## config.mk

```make
export PLATFORM = sky130hd
export DESIGN_NAME = jpeg_bit_packer_stuffing_flat
export DESIGN_NICKNAME = d
export VERILOG_FILES = /design/src/rtl/jbp_pkg.sv /design/src/rtl/jbp_in_if.sv /design/src/rtl/jbp_out_if.sv /design/src/rtl/jbp_shift_unit.sv /design/src/rtl/jbp_bit_packer.sv /design/src/flat_wrapper.sv
export SDC_FILE = /design/constraint.sdc
export NUM_CORES = 1
export LEC_CHECK = 0
export BUFFER_PORTS_ARGS = -buffer_cell sky130_fd_sc_hd__buf_2
export CORE_AREA = 2 2 119 121
export CTS_CLUSTER_DIAMETER = 60
export DETAILED_ROUTE_END_ITERATION = 10
export DIE_AREA = 0 0 121 123
export PLACE_DENSITY_LB_ADDON = 0.3
export SETUP_SLACK_MARGIN = 0.5
export SLEW_MARGIN = 20
export SYNTH_ARGS = -nofsm -noshare
export SYNTH_HDL_FRONTEND = slang
export SYNTH_SLANG_ARGS = --single-unit
```

## constraint.sdc

```tcl
create_clock -name clk -period 2.6 [get_ports clk]
set_input_delay 0.39 -clock clk [delete_from_list [all_inputs] [get_ports clk]]
set_output_delay 0.39 -clock clk [all_outputs]
set_load 0.05 [all_outputs]
```

## src/rtl/jbp_pkg.sv

```systemverilog
// ----------------------------------------------------------------------------
// jbp_pkg
// Shared constants and types for the entropy bit packer with byte stuffing.
// ----------------------------------------------------------------------------
package jbp_pkg;

    // operation codes on the input channel
    localparam logic FUNC_WRITE = 1'b0;
    localparam logic FUNC_FLUSH = 1'b1;

    // largest code length taken by a write, longer counts saturate
    localparam int MAX_WRITE_BITS = 32;

    // field widths
    localparam int VALUE_W = 32;
    localparam int CNT_W   = 6;
    localparam int BYTE_W  = 8;

    // bits left over between items, at most one byte less one bit
    localparam int PEND_W = BYTE_W - 1;

    // accumulator holds the leftover bits and one full write
    localparam int ACC_W = PEND_W + MAX_WRITE_BITS;

    localparam logic [CNT_W-1:0]  WRITE_CNT_MAX = CNT_W'(MAX_WRITE_BITS);
    localparam logic [CNT_W-1:0]  BYTE_CNT      = CNT_W'(BYTE_W);
    localparam logic [BYTE_W-1:0] STUFF_MARK    = 8'hFF;
    localparam logic [BYTE_W-1:0] STUFF_FILL    = 8'h00;

    // result of the shared byte extractor
    typedef struct packed {
        logic [BYTE_W-1:0] data;
        logic [CNT_W-1:0]  rem;
    } shift_res_t;

endpackage

```

## src/rtl/jbp_in_if.sv

```systemverilog
// ----------------------------------------------------------------------------
// jbp_in_if
// Input channel: write or flush commands with valid/ready handshake.
// ----------------------------------------------------------------------------
interface jbp_in_if;

    logic                                valid;
    logic                                ready;
    logic                                func;
    logic [jbp_pkg::VALUE_W-1:0]         bits_value;
    logic [jbp_pkg::CNT_W-1:0]           bit_count;

    modport source (output valid, output func, output bits_value, output bit_count,
                    input ready);
    modport sink   (input valid, input func, input bits_value, input bit_count,
                    output ready);

endinterface

```

## src/rtl/jbp_out_if.sv

```systemverilog
// ----------------------------------------------------------------------------
// jbp_out_if
// Output channel: stuffed byte stream with a last marker per command.
// ----------------------------------------------------------------------------
interface jbp_out_if;

    logic                                valid;
    logic                                ready;
    logic [jbp_pkg::BYTE_W-1:0]          out_byte;
    logic                                last;

    modport source (output valid, output out_byte, output last, input ready);
    modport sink   (input valid, input out_byte, input last, output ready);

endinterface

```

## src/rtl/jbp_shift_unit.sv

```systemverilog
// ----------------------------------------------------------------------------
// jbp_shift_unit
// Shared byte extractor: takes the top complete byte of the accumulator.
// ----------------------------------------------------------------------------
module jbp_shift_unit (
    input  logic [jbp_pkg::ACC_W-1:0] acc,
    input  logic [jbp_pkg::CNT_W-1:0] cnt,
    output jbp_pkg::shift_res_t       res
);

    logic [jbp_pkg::CNT_W-1:0] rem;

    // bits that stay behind once the top byte is taken
    assign rem = cnt - jbp_pkg::BYTE_CNT;

    // right shift brings the top byte down to the low end
    always_comb
    begin
        res.rem  = rem;
        res.data = jbp_pkg::BYTE_W'(acc >> rem);
    end

endmodule

```

## src/rtl/jbp_bit_packer.sv

```systemverilog
// ----------------------------------------------------------------------------
// jpeg_bit_packer_stuffing
// Packs variable-length codes MSB first into a byte stream with 0xFF stuffing.
// ----------------------------------------------------------------------------
//  channel  | dir | word                        | handshake
//  in_ch    | in  | func, bits_value, bit_count | valid/ready
//  out_ch   | out | out_byte, last              | valid/ready
//
//  a write is loaded while idle, then the single shared byte extractor gives
//  one output word per cycle unless the output stalls, stuffed zero words
//  included, up to 8 words for 32 bits; a flush with pending bits gives one
//  padded word, one with none or a zero-length write gives no word
//  input ready only while the sequencer is idle; output register decouples
//  a stalled output holds the sequencer; reset clears all pending bits
// ----------------------------------------------------------------------------
module jpeg_bit_packer_stuffing (
    input  logic      clk,
    input  logic      rst_n,
    jbp_in_if.sink    in_ch,
    jbp_out_if.source out_ch
);

    typedef enum logic [2:0] {
        ST_IDLE  = 3'b001,
        ST_EMIT  = 3'b010,
        ST_STUFF = 3'b100
    } state_t;

    state_t                           state_reg, state_next;
    logic [jbp_pkg::ACC_W-1:0]        acc_reg, acc_next;
    logic [jbp_pkg::CNT_W-1:0]        cnt_reg, cnt_next;
    logic                             out_valid_reg;
    logic [jbp_pkg::BYTE_W-1:0]       out_byte_reg;
    logic                             out_last_reg;

    logic                             slot_free;
    logic                             load;
    logic [jbp_pkg::BYTE_W-1:0]       load_data;
    logic                             load_last;

    logic [jbp_pkg::CNT_W-1:0]        cnt_sat;
    logic [jbp_pkg::VALUE_W-1:0]      val_mask;
    logic [jbp_pkg::PEND_W-1:0]       pend;
    logic [2:0]                       pend_cnt;
    logic [3:0]                       pad_sh;
    logic [jbp_pkg::BYTE_W-1:0]       pad_byte;
    logic [jbp_pkg::CNT_W-1:0]        cnt_sum;
    logic [jbp_pkg::ACC_W-1:0]        acc_write;

    jbp_pkg::shift_res_t              sres;

    // shared byte extractor
    jbp_shift_unit u_shift (
        .acc (acc_reg),
        .cnt (cnt_reg),
        .res (sres)
    );

    // leftover bits and write operand preparation
    always_comb
    begin
        pend_cnt = cnt_reg[2:0];
        pend     = acc_reg[jbp_pkg::PEND_W-1:0] & ~({jbp_pkg::PEND_W{1'b1}} << pend_cnt);
        pad_sh   = 4'd8 - {1'b0, pend_cnt};
        pad_byte = jbp_pkg::BYTE_W'({1'b0, pend} << pad_sh);
        cnt_sat  = (in_ch.bit_count > jbp_pkg::WRITE_CNT_MAX) ? jbp_pkg::WRITE_CNT_MAX
                                                               : in_ch.bit_count;
        val_mask = ~({jbp_pkg::VALUE_W{1'b1}} << cnt_sat);
        cnt_sum  = {3'b000, pend_cnt} + cnt_sat;
        acc_write = (jbp_pkg::ACC_W'(pend) << cnt_sat)
                  | jbp_pkg::ACC_W'(in_ch.bits_value & val_mask);
    end

    assign slot_free   = !out_valid_reg || out_ch.ready;
    assign in_ch.ready = (state_reg == ST_IDLE);

    // sequencer
    always_comb
    begin
        state_next = state_reg;
        acc_next   = acc_reg;
        cnt_next   = cnt_reg;
        load       = 1'b0;
        load_data  = jbp_pkg::STUFF_FILL;
        load_last  = 1'b0;
        unique case (state_reg)
            ST_IDLE:
            begin
                if (in_ch.valid)
                begin
                    if (in_ch.func == jbp_pkg::FUNC_FLUSH)
                    begin
                        acc_next = jbp_pkg::ACC_W'(pad_byte);
                        if (pend_cnt != 3'd0)
                        begin
                            cnt_next   = jbp_pkg::BYTE_CNT;
                            state_next = ST_EMIT;
                        end
                        else
                        begin
                            cnt_next = '0;
                        end
                    end
                    else if (cnt_sat != '0)
                    begin
                        acc_next = acc_write;
                        cnt_next = cnt_sum;
                        if (cnt_sum >= jbp_pkg::BYTE_CNT)
                        begin
                            state_next = ST_EMIT;
                        end
                    end
                end
            end
            ST_EMIT:
            begin
                if (slot_free)
                begin
                    load      = 1'b1;
                    load_data = sres.data;
                    cnt_next  = sres.rem;
                    if (sres.data == jbp_pkg::STUFF_MARK)
                    begin
                        state_next = ST_STUFF;
                    end
                    else if (sres.rem < jbp_pkg::BYTE_CNT)
                    begin
                        load_last  = 1'b1;
                        state_next = ST_IDLE;
                    end
                end
            end
            ST_STUFF:
            begin
                if (slot_free)
                begin
                    load      = 1'b1;
                    load_data = jbp_pkg::STUFF_FILL;
                    load_last = (cnt_reg < jbp_pkg::BYTE_CNT);
                    state_next = load_last ? ST_IDLE : ST_EMIT;
                end
            end
            default:
            begin
                state_next = ST_IDLE;
            end
        endcase
    end

    // sequencer state and accumulator
    always_ff @(posedge clk or negedge rst_n)
    begin
        if (!rst_n)
        begin
            state_reg <= ST_IDLE;
            cnt_reg   <= '0;
            acc_reg   <= '0;
        end
        else
        begin
            state_reg <= state_next;
            cnt_reg   <= cnt_next;
            acc_reg   <= acc_next;
        end
    end

    // output word register
    always_ff @(posedge clk or negedge rst_n)
    begin
        if (!rst_n)
        begin
            out_valid_reg <= 1'b0;
        end
        else if (load)
        begin
            out_valid_reg <= 1'b1;
        end
        else if (out_ch.ready)
        begin
            out_valid_reg <= 1'b0;
        end
    end

    always_ff @(posedge clk)
    begin
        if (load)
        begin
            out_byte_reg <= load_data;
            out_last_reg <= load_last;
        end
    end

    assign out_ch.valid    = out_valid_reg;
    assign out_ch.out_byte = out_byte_reg;
    assign out_ch.last     = out_last_reg;

`ifndef SYNTHESIS
    // between items less than a byte is left over
    a_idle_partial: assert property (@(posedge clk) disable iff (!rst_n)
        (state_reg == ST_IDLE) |-> (cnt_reg < jbp_pkg::BYTE_CNT))
        else $error("idle with a complete byte pending");

    // a byte is only extracted when one is complete
    a_emit_full: assert property (@(posedge clk) disable iff (!rst_n)
        (state_reg == ST_EMIT) |-> (cnt_reg >= jbp_pkg::BYTE_CNT))
        else $error("emit state without a complete byte");

    // the word after a stuff step is the zero fill
    a_stuff_zero: assert property (@(posedge clk) disable iff (!rst_n)
        (state_reg == ST_STUFF && slot_free) |=> (out_byte_reg == jbp_pkg::STUFF_FILL))
        else $error("stuffed word is not zero");

    // a marker byte is never the last word
    a_mark_not_last: assert property (@(posedge clk) disable iff (!rst_n)
        (load && load_data == jbp_pkg::STUFF_MARK) |-> !load_last)
        else $error("0xff word flagged last");

    // the last word returns the sequencer to idle
    a_last_idle: assert property (@(posedge clk) disable iff (!rst_n)
        (load && load_last) |=> (state_reg == ST_IDLE))
        else $error("last word without return to idle");
`endif

endmodule

```

## src/flat_wrapper.sv

```systemverilog
// flat-port wrapper written by rule: the top's interface ports become plain ports
module jpeg_bit_packer_stuffing_flat 
  (clk, rst_n, in_ch_valid, in_ch_func, in_ch_bits_value, in_ch_bit_count, in_ch_ready, out_ch_valid, out_ch_out_byte, out_ch_last, out_ch_ready);
  jbp_in_if in_ch_i ();
  jbp_out_if out_ch_i ();
  input  logic clk;
  input  logic rst_n;
  input wire logic [$bits(in_ch_i.valid)-1:0] in_ch_valid;
  input wire logic [$bits(in_ch_i.func)-1:0] in_ch_func;
  input wire logic [$bits(in_ch_i.bits_value)-1:0] in_ch_bits_value;
  input wire logic [$bits(in_ch_i.bit_count)-1:0] in_ch_bit_count;
  output wire logic [$bits(in_ch_i.ready)-1:0] in_ch_ready;
  output wire logic [$bits(out_ch_i.valid)-1:0] out_ch_valid;
  output wire logic [$bits(out_ch_i.out_byte)-1:0] out_ch_out_byte;
  output wire logic [$bits(out_ch_i.last)-1:0] out_ch_last;
  input wire logic [$bits(out_ch_i.ready)-1:0] out_ch_ready;
  assign in_ch_i.valid = in_ch_valid;
  assign in_ch_i.func = in_ch_func;
  assign in_ch_i.bits_value = in_ch_bits_value;
  assign in_ch_i.bit_count = in_ch_bit_count;
  assign in_ch_ready = in_ch_i.ready;
  assign out_ch_valid = out_ch_i.valid;
  assign out_ch_out_byte = out_ch_i.out_byte;
  assign out_ch_last = out_ch_i.last;
  assign out_ch_i.ready = out_ch_ready;
  jpeg_bit_packer_stuffing u_core (.clk(clk), .rst_n(rst_n), .in_ch(in_ch_i), .out_ch(out_ch_i));
endmodule
```

==> impl_metrics.py <==
metrics = {
    "run_status": {
        "status": "finished with violations",
        "violations": "setup timing",
    },
    "drt": {
        "firstDrtPassIters": 7,
        "ant_nets": 0,
        "routed_wl_um": 25600,
        "vias": 7056,
        "first_iter_violations": 789,
        "wl_per_cell_um": 24.2,
        "route.detailed.drc": 0,
        "routed_via_density": 6.67,
    },
    "logic_synthesis": {
        "yosysWarnings": 0,
        "synth_cell_types": 76,
        "ys_seq_area_frac": 0.248,
        "synth_edf_count": 9,
        "avgSynthCellArea_um2": 8.65,
        "syn-instance-count": 699,
        "synth_fp_nets": 749,
        "syn_area_um2": 6050,
        "synth-main-ff-cell": "dfrtp_1",
        "synth-seq-cells": 58,
        "ys_async_sr_fraction": 0.845,
    },
    "die": {
        "start_util": 0.444,
        "ioPinCount": 54,
        "rows": 43,
        "core_area_um2": 13600,
        "floorplan.die.width_um": 121,
        "die_y_um": 123,
        "dieArea_um2": 14900,
    },
    "timing": {
        "min_period_ps": 2630,
        "drv_slew": 0,
        "clock_skew_ps": 12.1,
        "fin_ws_ps": -32.0,
        "period_share": 1.01,
        "rsz0062_at_grt": "yes",
        "finalSetupViolations": 4,
        "hold_viol": 0,
        "maxSlewHeadroom": 0.498,
        "clock.fmax_ghz": 0.380,
        "tightest_slew_ps": 753,
    },
    "critical_path": {
        "rr_worst_depth": 10,
        "path_common_cell": "buf_4",
        "cp-end-kind": "flip-flop",
        "critical_path_required_ps": 2690,
        "startpoint_type": "flip-flop",
        "cp_cell_sequence": "buf_12 -> buf_4 -> buf_4 -> mux2i_1 -> mux4_2 -> a2bb2oi_4 -> o311ai_4 -> o211ai_4 -> a32oi_1 -> o21ai_1",
        "crit_type": "flip-flop to flip-flop",
        "crit_fanout": 10,
        "slowest_delay_ps": 540,
        "slowest_stage": "mux4_2",
        "worstPathArrival_ps": 2720,
    },
    "global_route": {
        "grt_pass1_wl_um": 38300,
        "antenna_found_initial": 0,
        "grt_start_max_net_pins": 44,
        "overflow": 0,
        "grt_usage": 0.338,
        "grt_pass1_vias": 6626,
    },
    "clock_tree": {
        "clockRootBuffer": "clkbuf_16",
        "cts_made_buffers": 9,
        "insertion_delay_ps": 340,
        "h-tree-depth": 3,
        "clock_path_buffers": 2,
        "path_clk_slew_ps": 60,
        "numClockSinks": 58,
        "cts_tree": "yes",
    },
    "placement": {
        "port_buffers": 53,
        "post_dp_cell_area_um2": 7390,
        "hpwl_um": 18400,
        "gp_congestion": 0.995,
    },
    "power": {
        "powerDensity_nw_per_um2": 1220,
        "p_leak_nw": 3.60,
        "total_power_mw": 11.1,
        "power.ir.vdd_worst_mv": 0.594,
    },
    "finish": {
        "layout_common_cells": "buf_4 (121), nand2_1 (82), buf_2 (53)",
        "drive_gt1_frac": 0.473,
        "diodes": 0,
        "area_delta_synth_final_pct": 49.5,
        "largest_reg_flops": 39,
        "nFillCells": 1037,
        "layout_commonest_cell": "buf_4",
        "postLayoutCellArea_um2": 9040,
        "fin_nets": 923,
    },
    "job": {
        "max-cap-violations": 0,
    },
    "worst_hold_path": {
        "hp-class": "primary input to asynchronous set/reset pin",
    },
}
==> synthesized netlist by cell type, types with 8 or more instances <==
master / n / area share
a21oi_1: 34 / 0.028
nand2b_1: 9 / 0.0093
mux4_2: 24 / 0.089
o211ai_1: 10 / 0.012
nor3_1: 11 / 0.0091
inv_1: 11 / 0.0068
buf_2: 8 / 0.0066
o21ai_0: 61 / 0.050
a22oi_1: 10 / 0.012
a22o_1: 12 / 0.017
clkbuf_1: 37 / 0.023
mux2i_1: 45 / 0.074
nand3_1: 20 / 0.017
mux2_2: 15 / 0.028
and2_1: 11 / 0.011
a32oi_1: 8 / 0.012
dfrtp_1: 48 / 0.20
nor2_1: 51 / 0.032
edfxtp_1: 9 / 0.045
nand2_1: 89 / 0.055
mux4_1: 8 / 0.035
nor2b_1: 11 / 0.011
o31ai_1: 9 / 0.011
o22ai_1: 11 / 0.011
==> repair_timing <==
item,in CTS,in global routing
pin swaps,35,54
endpoints found under the setup margin,53,55
hold buffers,0,0
buffers inserted,24,22
cloned,1,1
gates resized for setup,118,87
==> kinds of logic after synthesis <==
logic type      share of synthesized area
simple gates                        0.183
compound gates                      0.265
mux                                 0.226
buf+inv                            0.0577
flops                               0.248
fa+ha+maj                          0.0145
xor+xnor                          0.00579
==> final timing paths <==
check	slack, ps	start	endpoint
setup / recovery	-30	u_core.cnt_reg[1]	u_core.out_ch.last
hold / removal	110	rst_n	u_core.state_reg[2]
setup reg to reg	-30	u_core.cnt_reg[1]	u_core.out_ch.last
hold reg to reg	600	u_core.acc_reg[1]	u_core.acc_reg[1]
max in group asynchronous	1740	rst_n	u_core.acc_reg[17]
min in group clk	340	in_ch_bits_value[31]	u_core.acc_reg[31]
==> critical path, delay by kind of cell (launching register included) <==
family | cells | cell delay, ps
compound gates | 5 | 780
mux | 2 | 710
buf+inv | 3 | 450
flops | 1 | 430
==> report_power, final <==
group	leakage, nW	internal [mW]	switching (mW)
sequential	0.724	1.26	0.561
combinational	2.71	3.86	4.01
clock	0.168	0.905	0.461
==> stage by stage <==
step / TNS [ps] / hold slack (ps) / worst slack [ps] / instances / utilization
floorplan: 0 / 94.4 / 175 / 699 / -
global placement: -594 / 488 / -406 / 994 / 0.543
detailed placement: -594 / 486 / -388 / 994 / 0.543
CTS: -140 / 124 / -43.7 / 1035 / 0.623
global route: -501 / 183 / -97.9 / 1058 / 0.664
finish: -78.6 / 109 / -32.0 / 1058 / 0.664
==> layout make-up <==
type	count	area [um2]	share of cell area
well taps	180	225	0.0249
clock inverters	6	95.1	0.0105
flip-flops and latches	58	1500	0.166
repair buffers	221	1820	0.201
clock buffers	10	250	0.0277
multi-input cells	567	5050	0.558
inverters	16	100	0.0111
==> layer usage <==
metal | vias to the layer above | track usage | share of wire
met2 | 492 | 0.534 | 0.46
met3 | 107 | 0.0512 | 0.083
met4 | 0 | 0.167 | 0.055
met1 | 3412 | 0.452 | 0.40
li1 | 3045 | - | -
met5 | - | 0 | 0
(Power assumes the default switching activity.)
